===== src/sv/rws_pkg.sv =====
package rws_pkg;

    localparam int MAX_ENTRIES  = 64;
    localparam int FITNESS_BITS = 16;

    localparam int ACTION_BITS   = 2;
    localparam int FRACTION_BITS = 16;
    localparam int STATUS_BITS   = 2;
    localparam int INDEX_BITS    = 6;

    localparam int COUNT_BITS = $clog2(MAX_ENTRIES + 1);
    localparam int ADDR_BITS  = $clog2(MAX_ENTRIES);
    localparam int TOTAL_BITS = FITNESS_BITS + ADDR_BITS;
    localparam int PROD_BITS  = FRACTION_BITS + TOTAL_BITS;

    typedef logic [ACTION_BITS-1:0]   action_t;
    typedef logic [FITNESS_BITS-1:0]  fitness_t;
    typedef logic [FRACTION_BITS-1:0] fraction_t;
    typedef logic [STATUS_BITS-1:0]   status_t;
    typedef logic [INDEX_BITS-1:0]    index_t;
    typedef logic [COUNT_BITS-1:0]    count_t;
    typedef logic [ADDR_BITS-1:0]     addr_t;
    typedef logic [TOTAL_BITS-1:0]    total_t;
    typedef logic [PROD_BITS-1:0]     prod_t;

    // action codes
    localparam action_t ACT_CLEAR  = 2'd0;
    localparam action_t ACT_APPEND = 2'd1;
    localparam action_t ACT_SELECT = 2'd2;
    localparam action_t ACT_NOP    = 2'd3;

    // status codes
    localparam status_t ST_DONE   = 2'd0;
    localparam status_t ST_PICKED = 2'd1;
    localparam status_t ST_NONE   = 2'd2;
    localparam status_t ST_FULL   = 2'd3;

endpackage


===== src/sv/rws_if.sv =====
interface rws_in_if;
    logic                 valid;
    logic                 ready;
    rws_pkg::action_t     action;
    logic [15:0]          fitness_value;
    rws_pkg::fraction_t   random_fraction;

    modport source (output valid, output action, output fitness_value,
                    output random_fraction, input ready);
    modport sink   (input valid, input action, input fitness_value,
                    input random_fraction, output ready);
endinterface

interface rws_out_if;
    logic               valid;
    logic               ready;
    rws_pkg::status_t   status;
    rws_pkg::index_t    chosen_index;

    modport source (output valid, output status, output chosen_index, input ready);
    modport sink   (input valid, input status, input chosen_index, output ready);
endinterface


===== src/sv/roulette_wheel_selector.sv =====
// channel     | dir | payload                                 | handshake
// item_in     | in  | action, fitness_value, random_fraction  | valid / ready
// result_out  | out | status, chosen_index                    | valid / ready
//
// clear, append and no-op pass from accept through S_RESULT to the result register
// a select with entries and a nonzero total walks n entries (up to 64):
// the multiply in S_MUL, then one table entry per cycle in S_WALK through the
// single registered read port and the shared compare/subtract unit, then S_RESULT
// rst_n clears the entry count, the total and all control; table contents stay
// a result waiting on result_out does not block accepting the next item,
// but the sequencer holds the following result until the output slot frees
module roulette_wheel_selector (
    input  logic             clk,
    input  logic             rst_n,
    rws_in_if.sink           item_in,
    rws_out_if.source        result_out
);
    import rws_pkg::*;

    localparam logic [1:0] S_IDLE   = 2'd0;
    localparam logic [1:0] S_MUL    = 2'd1;
    localparam logic [1:0] S_WALK   = 2'd2;
    localparam logic [1:0] S_RESULT = 2'd3;

    // control state
    logic [1:0] state_reg, state_next;
    count_t     count_reg, count_next;
    total_t     total_reg, total_next;
    logic       out_valid_reg, out_valid_next;

    // datapath registers
    fraction_t  frac_reg, frac_next;
    total_t     thr_reg, thr_next;
    addr_t      idx_reg, idx_next;
    status_t    res_status_reg, res_status_next;
    index_t     res_index_reg, res_index_next;
    status_t    out_status_reg, out_status_next;
    index_t     out_index_reg, out_index_next;

    // fitness table, one write and one registered read port
    fitness_t   table_mem [MAX_ENTRIES];
    fitness_t   rd_data_reg;
    logic       wr_en;
    addr_t      wr_addr;
    fitness_t   wr_data;

    logic       accept;
    logic       slot_free;
    prod_t      product;
    total_t     entry_ext;
    count_t     idx_plus;

    assign item_in.ready           = (state_reg == S_IDLE);
    assign accept                  = item_in.valid && item_in.ready;
    assign slot_free               = !out_valid_reg || result_out.ready;

    assign result_out.valid        = out_valid_reg;
    assign result_out.status       = out_status_reg;
    assign result_out.chosen_index = out_index_reg;

    // threshold = fraction * total / 2^16, always below total when total nonzero
    assign product   = PROD_BITS'(frac_reg) * PROD_BITS'(total_reg);
    assign entry_ext = TOTAL_BITS'(rd_data_reg);
    assign idx_plus  = COUNT_BITS'(idx_reg) + COUNT_BITS'(1);

    always_comb
    begin
        state_next      = state_reg;
        count_next      = count_reg;
        total_next      = total_reg;
        out_valid_next  = out_valid_reg;
        frac_next       = frac_reg;
        thr_next        = thr_reg;
        idx_next        = idx_reg;
        res_status_next = res_status_reg;
        res_index_next  = res_index_reg;
        out_status_next = out_status_reg;
        out_index_next  = out_index_reg;
        wr_en           = 1'b0;
        wr_addr         = count_reg[ADDR_BITS-1:0];
        wr_data         = item_in.fitness_value[FITNESS_BITS-1:0];

        if (out_valid_reg && result_out.ready)
        begin
            out_valid_next = 1'b0;
        end

        unique case (state_reg)
            S_IDLE:
            begin
                if (accept)
                begin
                    res_status_next = ST_DONE;
                    res_index_next  = '0;
                    idx_next        = '0;
                    frac_next       = item_in.random_fraction;
                    state_next      = S_RESULT;
                    unique case (item_in.action)
                        ACT_CLEAR:
                        begin
                            count_next = '0;
                            total_next = '0;
                        end
                        ACT_APPEND:
                        begin
                            if (count_reg == COUNT_BITS'(MAX_ENTRIES))
                            begin
                                res_status_next = ST_FULL;
                            end
                            else
                            begin
                                wr_en      = 1'b1;
                                count_next = count_reg + COUNT_BITS'(1);
                                total_next = total_reg + TOTAL_BITS'(wr_data);
                            end
                        end
                        ACT_SELECT:
                        begin
                            if (count_reg == '0 || total_reg == '0)
                            begin
                                res_status_next = ST_NONE;
                            end
                            else
                            begin
                                state_next = S_MUL;
                            end
                        end
                        ACT_NOP:
                        begin
                            res_status_next = ST_DONE;
                        end
                        default:
                        begin
                            res_status_next = ST_DONE;
                        end
                    endcase
                end
            end
            S_MUL:
            begin
                // entry 0 is read at this edge
                thr_next   = product[PROD_BITS-1:FRACTION_BITS];
                state_next = S_WALK;
            end
            S_WALK:
            begin
                if (thr_reg < entry_ext)
                begin
                    res_status_next = ST_PICKED;
                    res_index_next  = INDEX_BITS'(idx_reg);
                    state_next      = S_RESULT;
                end
                else if (idx_plus == count_reg)
                begin
                    // walk ran off the end, not reachable with a nonzero total
                    res_status_next = ST_NONE;
                    res_index_next  = '0;
                    state_next      = S_RESULT;
                end
                else
                begin
                    thr_next = thr_reg - entry_ext;
                    idx_next = idx_reg + ADDR_BITS'(1);
                end
            end
            S_RESULT:
            begin
                if (slot_free)
                begin
                    out_valid_next  = 1'b1;
                    out_status_next = res_status_reg;
                    out_index_next  = res_index_reg;
                    state_next      = S_IDLE;
                end
            end
            default:
            begin
                state_next = S_IDLE;
            end
        endcase
    end

    always_ff @(posedge clk or negedge rst_n)
    begin
        if (!rst_n)
        begin
            state_reg     <= S_IDLE;
            count_reg     <= '0;
            total_reg     <= '0;
            out_valid_reg <= 1'b0;
        end
        else
        begin
            state_reg     <= state_next;
            count_reg     <= count_next;
            total_reg     <= total_next;
            out_valid_reg <= out_valid_next;
        end
    end

    always_ff @(posedge clk)
    begin
        frac_reg       <= frac_next;
        thr_reg        <= thr_next;
        idx_reg        <= idx_next;
        res_status_reg <= res_status_next;
        res_index_reg  <= res_index_next;
        out_status_reg <= out_status_next;
        out_index_reg  <= out_index_next;
    end

    // table write port and read port, read address follows the walk index
    always_ff @(posedge clk)
    begin
        if (wr_en)
        begin
            table_mem[wr_addr] <= wr_data;
        end
        rd_data_reg <= table_mem[idx_next];
    end

endmodule

===== src/flat_wrapper.sv =====
// flat-port wrapper written by rule: the top's interface ports become plain ports
module roulette_wheel_selector_flat import rws_pkg::*;
  (clk, rst_n, item_in_valid, item_in_action, item_in_fitness_value, item_in_random_fraction, item_in_ready, result_out_valid, result_out_status, result_out_chosen_index, result_out_ready);
  rws_in_if item_in_i ();
  rws_out_if result_out_i ();
  input  logic clk;
  input  logic rst_n;
  input wire logic [$bits(item_in_i.valid)-1:0] item_in_valid;
  input wire logic [$bits(item_in_i.action)-1:0] item_in_action;
  input wire logic [$bits(item_in_i.fitness_value)-1:0] item_in_fitness_value;
  input wire logic [$bits(item_in_i.random_fraction)-1:0] item_in_random_fraction;
  output wire logic [$bits(item_in_i.ready)-1:0] item_in_ready;
  output wire logic [$bits(result_out_i.valid)-1:0] result_out_valid;
  output wire logic [$bits(result_out_i.status)-1:0] result_out_status;
  output wire logic [$bits(result_out_i.chosen_index)-1:0] result_out_chosen_index;
  input wire logic [$bits(result_out_i.ready)-1:0] result_out_ready;
  assign item_in_i.valid = item_in_valid;
  assign item_in_i.action = item_in_action;
  assign item_in_i.fitness_value = item_in_fitness_value;
  assign item_in_i.random_fraction = item_in_random_fraction;
  assign item_in_ready = item_in_i.ready;
  assign result_out_valid = result_out_i.valid;
  assign result_out_status = result_out_i.status;
  assign result_out_chosen_index = result_out_i.chosen_index;
  assign result_out_i.ready = result_out_ready;
  roulette_wheel_selector u_core (.clk(clk), .rst_n(rst_n), .item_in(item_in_i), .result_out(result_out_i));
endmodule

===== config.mk =====
export PLATFORM = sky130hd
export DESIGN_NAME = roulette_wheel_selector_flat
export DESIGN_NICKNAME = d
export VERILOG_FILES = /design/src/sv/rws_pkg.sv /design/src/sv/rws_if.sv /design/src/sv/roulette_wheel_selector.sv /design/src/flat_wrapper.sv
export SDC_FILE = /design/constraint.sdc
export NUM_CORES = 2
export LEC_CHECK = 0
export ABC_AREA = 1
export BUFFER_PORTS_ARGS = -buffer_cell sky130_fd_sc_hd__clkbuf_2
export CAP_MARGIN = 20
export CORE_MARGIN = 1
export CORE_UTILIZATION = 58
export DETAILED_ROUTE_END_ITERATION = 10
export PLACE_DENSITY = 0.87
export SETUP_SLACK_MARGIN = 0.15
export SLEW_MARGIN = 20
export SYNTH_ARGS = -nofsm -noshare
export SYNTH_HDL_FRONTEND = slang
export SYNTH_SLANG_ARGS = --single-unit

===== constraint.sdc =====
create_clock -name clk -period 6 [get_ports clk]
set_input_delay 0.9 -clock clk [delete_from_list [all_inputs] [get_ports clk]]
set_output_delay 0.9 -clock clk [all_outputs]
set_load 0.005 [all_outputs]

# Yosys cells after proc, flatten, opt, wreduce, memory -nomap -nowiden
# Memories as Yosys holds them, arrays and structs flattened. A register that Yosys moved wholly into a read port is not among the register bits.
# Cells that the tools add are included.
# op_classes
addsub	5
n_mul	1
n_lt_le_gt_ge	1
n_eq_ne	13
mux	38
n_reduce_logical	18
# op_table
op	count
22-bit one-hot mux with 2 select lines	2
22-bit 2-to-1 mux	3
16-bit by 22-bit multiplier with 38-bit output	1
6-bit 2-to-1 mux	6
6-bit one-hot mux with 2 select lines	2
22-bit by 16-bit adder with 22-bit output	1
22-bit zero test	1
22-bit by 16-bit < comparator with 1-bit output	1
2-bit 2-to-1 mux	11
22-bit by 16-bit subtractor with 22-bit output	1
7-bit one-hot mux with 2 select lines	1
1-bit 2-to-1 mux	9
3-bit AND reduction	3
2-bit inequality test, second input constant	4
2-bit one-hot mux with 2 select lines	2
2-bit one-hot mux with 4 select lines	1
6-bit by 1-bit adder with 7-bit output, second input constant	1
7-bit by 1-bit adder with 7-bit output, second input constant	1
7-bit == test	1
7-bit == test, second input constant	1
7-bit zero test	1
7-bit 2-to-1 mux	1
6-bit by 1-bit adder with 6-bit output, second input constant	1
2-bit == test, second input constant	3
10 further kinds	17
# totals
register_bits	92
ramBits	1024
input_bits	38
output_inout_bits	10
wordCells	88
mem_count	1
# memory_table
memory	depth	word_bits	read_ports	rd_ports_with_merged_regs	wr	line	rtl
u_core.table_mem	64	16	1	1	1	roulette_wheel_selector.sv:41	fitness_t table_mem [MAX_ENTRIES];

# Longest topological paths before layout
# depth
word_depth	7
ltp_mapped	32
mapped_depth_nobuf	30

# Worst setup path before layout
# Ideal clock, no wire load.
# synth_timing
kind	register -> register
start	register u_core.total_reg[18]
end	register u_core.thr_reg[18] (data pin)
setup_ps	260
arrival_time_ps	5675
t_required_ps	5740
setup_slack_ps	65
stages_incl_launch_ff	27
n_path_buf	2
period_less_slack_ps	5935
path_cell_list	dfrtp_1 > clkbuf_1 > clkbuf_1 > nand2_1 > fa_1 > inv_1 > fa_1 > inv_1 > fa_1 > inv_1 > fa_1 > fa_1 > inv_1 > fa_1 > inv_1 > ha_1 > nand2_1 > nor4_1 > nand3_1 > nand3_1 > nand2_1 > o211ai_1 > nand3_1 > o211ai_1 > nand2_1 > nand2_1 > o21ai_0
# synth_between
elab_chain_cells	2
# synth_lines
item	line	rtl
from (decl)	roulette_wheel_selector.sv:28	total_t total_reg, total_next;
from (signal assigned)	roulette_wheel_selector.sv:196	total_reg <= total_next;
16-bit by 22-bit multiplier with 38-bit output	roulette_wheel_selector.sv:62	assign product = PROD_BITS'(frac_reg) * PROD_BITS'(total_reg);
22-bit one-hot mux with 2 select lines	roulette_wheel_selector.sv:88	unique case (state_reg)
via u_core.thr_next[18]	roulette_wheel_selector.sv:33	total_t thr_reg, thr_next;
to (signal assigned)	roulette_wheel_selector.sv:204	thr_reg <= thr_next;
to (decl)	roulette_wheel_selector.sv:33	
# The timed path passes the listed nets, and every way through them passes these cells.
# A chain may end at the register's enable or synchronous reset.

# Worst setup path in the final report
# layout_timing
start	register u_core.total_reg[14]
end	register u_core.thr_reg[18] (data pin)
# Same word-level chain as after synthesis.

==> metrics <==
status finished clean; layout cells sized above 1 0.1013; Finished Core Util 0.6577; clk sink count 1132; Yosys top cell area share 0.5189; worst skew pair latency 0.73 ns; CP arrival between 6 and 7 ns; worst-path maximum fanout 12; Critical Path Source Type flip-flop; total routed wirelength 180.1 mm; worst reg2reg path depth 24; first-pass GRT wire length between 200 and 300 mm; end of the worst register-to-register path u_core.thr_reg[18]; global-route congestion overflow total 0; FMAX 168.3 MHz; drt wl/cell 22.98 um; number of synthesized flops with an enable pin around 1100; CP dominant cell by count fa_1; CTS buffer count 109; Setup CP Type reg2reg; H-tree depth 3; most numerous cell in the Yosys netlist nand2_1; Post-synth top flop edfxtp_1; IO Pins 48; FF-to-FF setup slack about 0.059 ns; Yosys Warn Count 0; leading post-synthesis cells by cell area edfxtp_1 (52%), fa_1 (9.0%), nand3_1 (8.8%), nand2_1 (7.4%), inv_1 (7.2%); Slew Viols, Final 0; synthesized cell area 62390 sq um; min-delay worst type in2async; commonest cells in the netlist nand2_1 (1222), inv_1 (1195), nand3_1 (1099), edfxtp_1 (1078), nand3b_1 (354); worst path cell trace buf_12 -> nand2_1 -> fa_1 -> inv_1 -> fa_1 -> fa_1 -> fa_1 -> fa_1 -> inv_2 -> fa_1 -> inv_2 -> ha_4 -> nand2_4 -> buf_4 -> o21ai_0 -> a21oi_1 -> nand3_2 -> nand2_1 -> o211ai_1 -> nand3_1 -> o211ai_1 -> buf_4 -> nor2_1 -> o21ai_1; Layout area overhead 11.76%; total track usage 0.3220; Core ar. between 100000 and 150000 sq um; cts hold-fix bufs 0; Crit Reg-Reg Startpoint u_core.total_reg[14]; max incr delay on CP between 0.6 and 0.7 ns; critical path required time approximately 6.5 ns; chip width 330.0 um; initial drt markers 8138; worst path buffer plus inverter count 6; # rows 119; Clock Tree Root clkbuf_16; max-cap viol count 0; Mapped Cells between 6000 and 7000; Synth Register Bits 1132; via/cell ratio 6.188; slew of the pin with the lowest slew margin 1.143 ns; CP max-delay cell fa_1; GPL Wtd Cong 0.9438; fin crit share 0.9902; clock slew at reported path FFs approximately 0.07 ns; sequential area share after synthesis 0.5388; max FFs per register between 1000 and 1500; Port Buffers 47; first-pass detailed-route iteration total 7; Bufs on Longest Clock Path 3; Clock Skews 0.03409 ns; slew margin rel. 0.2372; via count 48500; Remaining DRCs 0; Critical Path Sink Type flip-flop; Period minus WS final a little under 6 ns; vias in the first global route between 40000 and 50000; chip height 330.0 um; syn_nets 6744; die area 108900 sq um; Starting Density 0.5885; CTS tree yes; Post-DP HPWL 105.1 mm; count of cell types in the netlist 47; post-synthesis cell type with the largest combined area edfxtp_1; FFs w/ async S/R, synth 0.02827; antenna-violating nets left 0; final setup fails 0; RSZ-0062 raised after global routing yes; Hold Vio Cnt, Final 0; Syn Area/Cell just under 10 sq um; delay-heaviest family, CP adder cells; initial antenna violation count 10; fin nets just under 7000; pin count of the biggest net entering global routing 213
cell families (layout without fill, tap and decap cells):
logic type,Yosys count,count (layout),synth area share
simple gates,2898,2898,0.2200
other cells,0,2,0
buf+inv,1562,1728,0.09801
fa+ha+maj,427,427,0.1192
compound gates,240,240,0.02126
xor+xnor,20,20,0.002808
flops,1132,1132,0.5388
metrics by stage:
stage	instance area (sq um)	TNS, ns	cells	worst slack, ns	hold slack [ns]
finish	69730	0	7838	0.05856	0.3624
global route	69720	-0.5806	7836	-0.1174	0.3639
CTS	68890	0	7801	0.08209	0.3551
detailed placement	64910	-0.2564	7587	-0.07848	0.4099
global placement	64910	0	7587	0.02551	0.4058
floorplan	62400	0	6279	0.1592	0.4003
worst register-to-register path, cell delays in order (launching register included):
cell and delay [ns]:
dfrtp_2 0.43, buf_12 0.17, nand2_1 0.12, fa_1 0.55
inv_1 0.06, fa_1 0.48, fa_1 0.62, fa_1 0.46
fa_1 0.51, inv_2 0.04, fa_1 0.52, inv_2 0.06
ha_4 0.25, nand2_4 0.09, buf_4 0.13, o21ai_0 0.09
a21oi_1 0.16, nand3_2 0.12, nand2_1 0.09, o211ai_1 0.17
nand3_1 0.13, o211ai_1 0.11, buf_4 0.16, nor2_1 0.08
o21ai_1 0.07
cell usage in the layout (no fill, tap or decap), types with 9 or more instances in the layout:
cell          n
bufinv_16    15
clkbuf_16   113
edfxtp_1   1078
nand2_2      16
ha_1        132
nand3b_1    354
nor2_1      148
a21oi_2      16
clkbuf_1     17
nor3_1       23
a21oi_1      79
dfrtp_2      13
nor2_2       13
buf_12       33
nand2_4       9
nand4_1      13
fa_2         16
nand2_1    1199
dfxtp_1      22
inv_2        32
o21ai_0      60
clkbuf_2     40
clkinv_2     20
buf_4       217
clkinv_1     25
dfrtp_1      19
ha_4         14
o21ai_1      24
a31oi_1      10
fa_1        263
buf_6        23
nand3_1    1097
xor2_1       10
inv_1      1167
xnor2_1      10
repair_timing:
item | CTS | global route
gates cloned | 0 | 4
resized for setup | 51 | 160
endpoints found under the setup margin | 18 | 21
buffers inserted | 14 | 31
pin swaps | 11 | 82
cell type report:
cell class / count / area (sq um)
Multi-Input combinational cell: 3585 / 23300
Clock buffer: 129 / 2855
Antenna cell: 2 / 5.005
Clock inverter: 71 / 814.5
Inverter: 1204 / 4529
Sequential cell: 1132 / 33630
Tap cell: 1391 / 1740
Fill cell: 7073 / 36290
Timing Repair Buffer: 324 / 2854
worst max-delay path by stage:
stage	startpoint	endpoint	slack, ns	cells past startpoint
after detailed placement	u_core.frac_reg[5]	u_core.thr_reg[18]	-0.08	23
after global placement	u_core.total_reg[15]	u_core.thr_reg[20]	0.03	22
final	u_core.total_reg[14]	u_core.thr_reg[18]	0.06	24
after floorplan	u_core.total_reg[13]	u_core.thr_reg[18]	0.16	26
after CTS	u_core.frac_reg[10]	u_core.thr_reg[18]	0.08	25
after global routing	u_core.total_reg[17]	u_core.thr_reg[21]	-0.12	23
metal layers:
| layer | routed length, um | share of wire | global-route usage |
|---|---|---|---|
| met5 | 107 | 0.00059 | 0 |
| met4 | 13710 | 0.076 | 0.2134 |
| met3 | 24510 | 0.14 | 0.08113 |
| met2 | 83930 | 0.47 | 0.5120 |
| met1 | 57850 | 0.32 | 0.3909 |
Power is not shown: default switching activity piles up to over one toggle a cycle in this logic, so the estimate is an artifact.
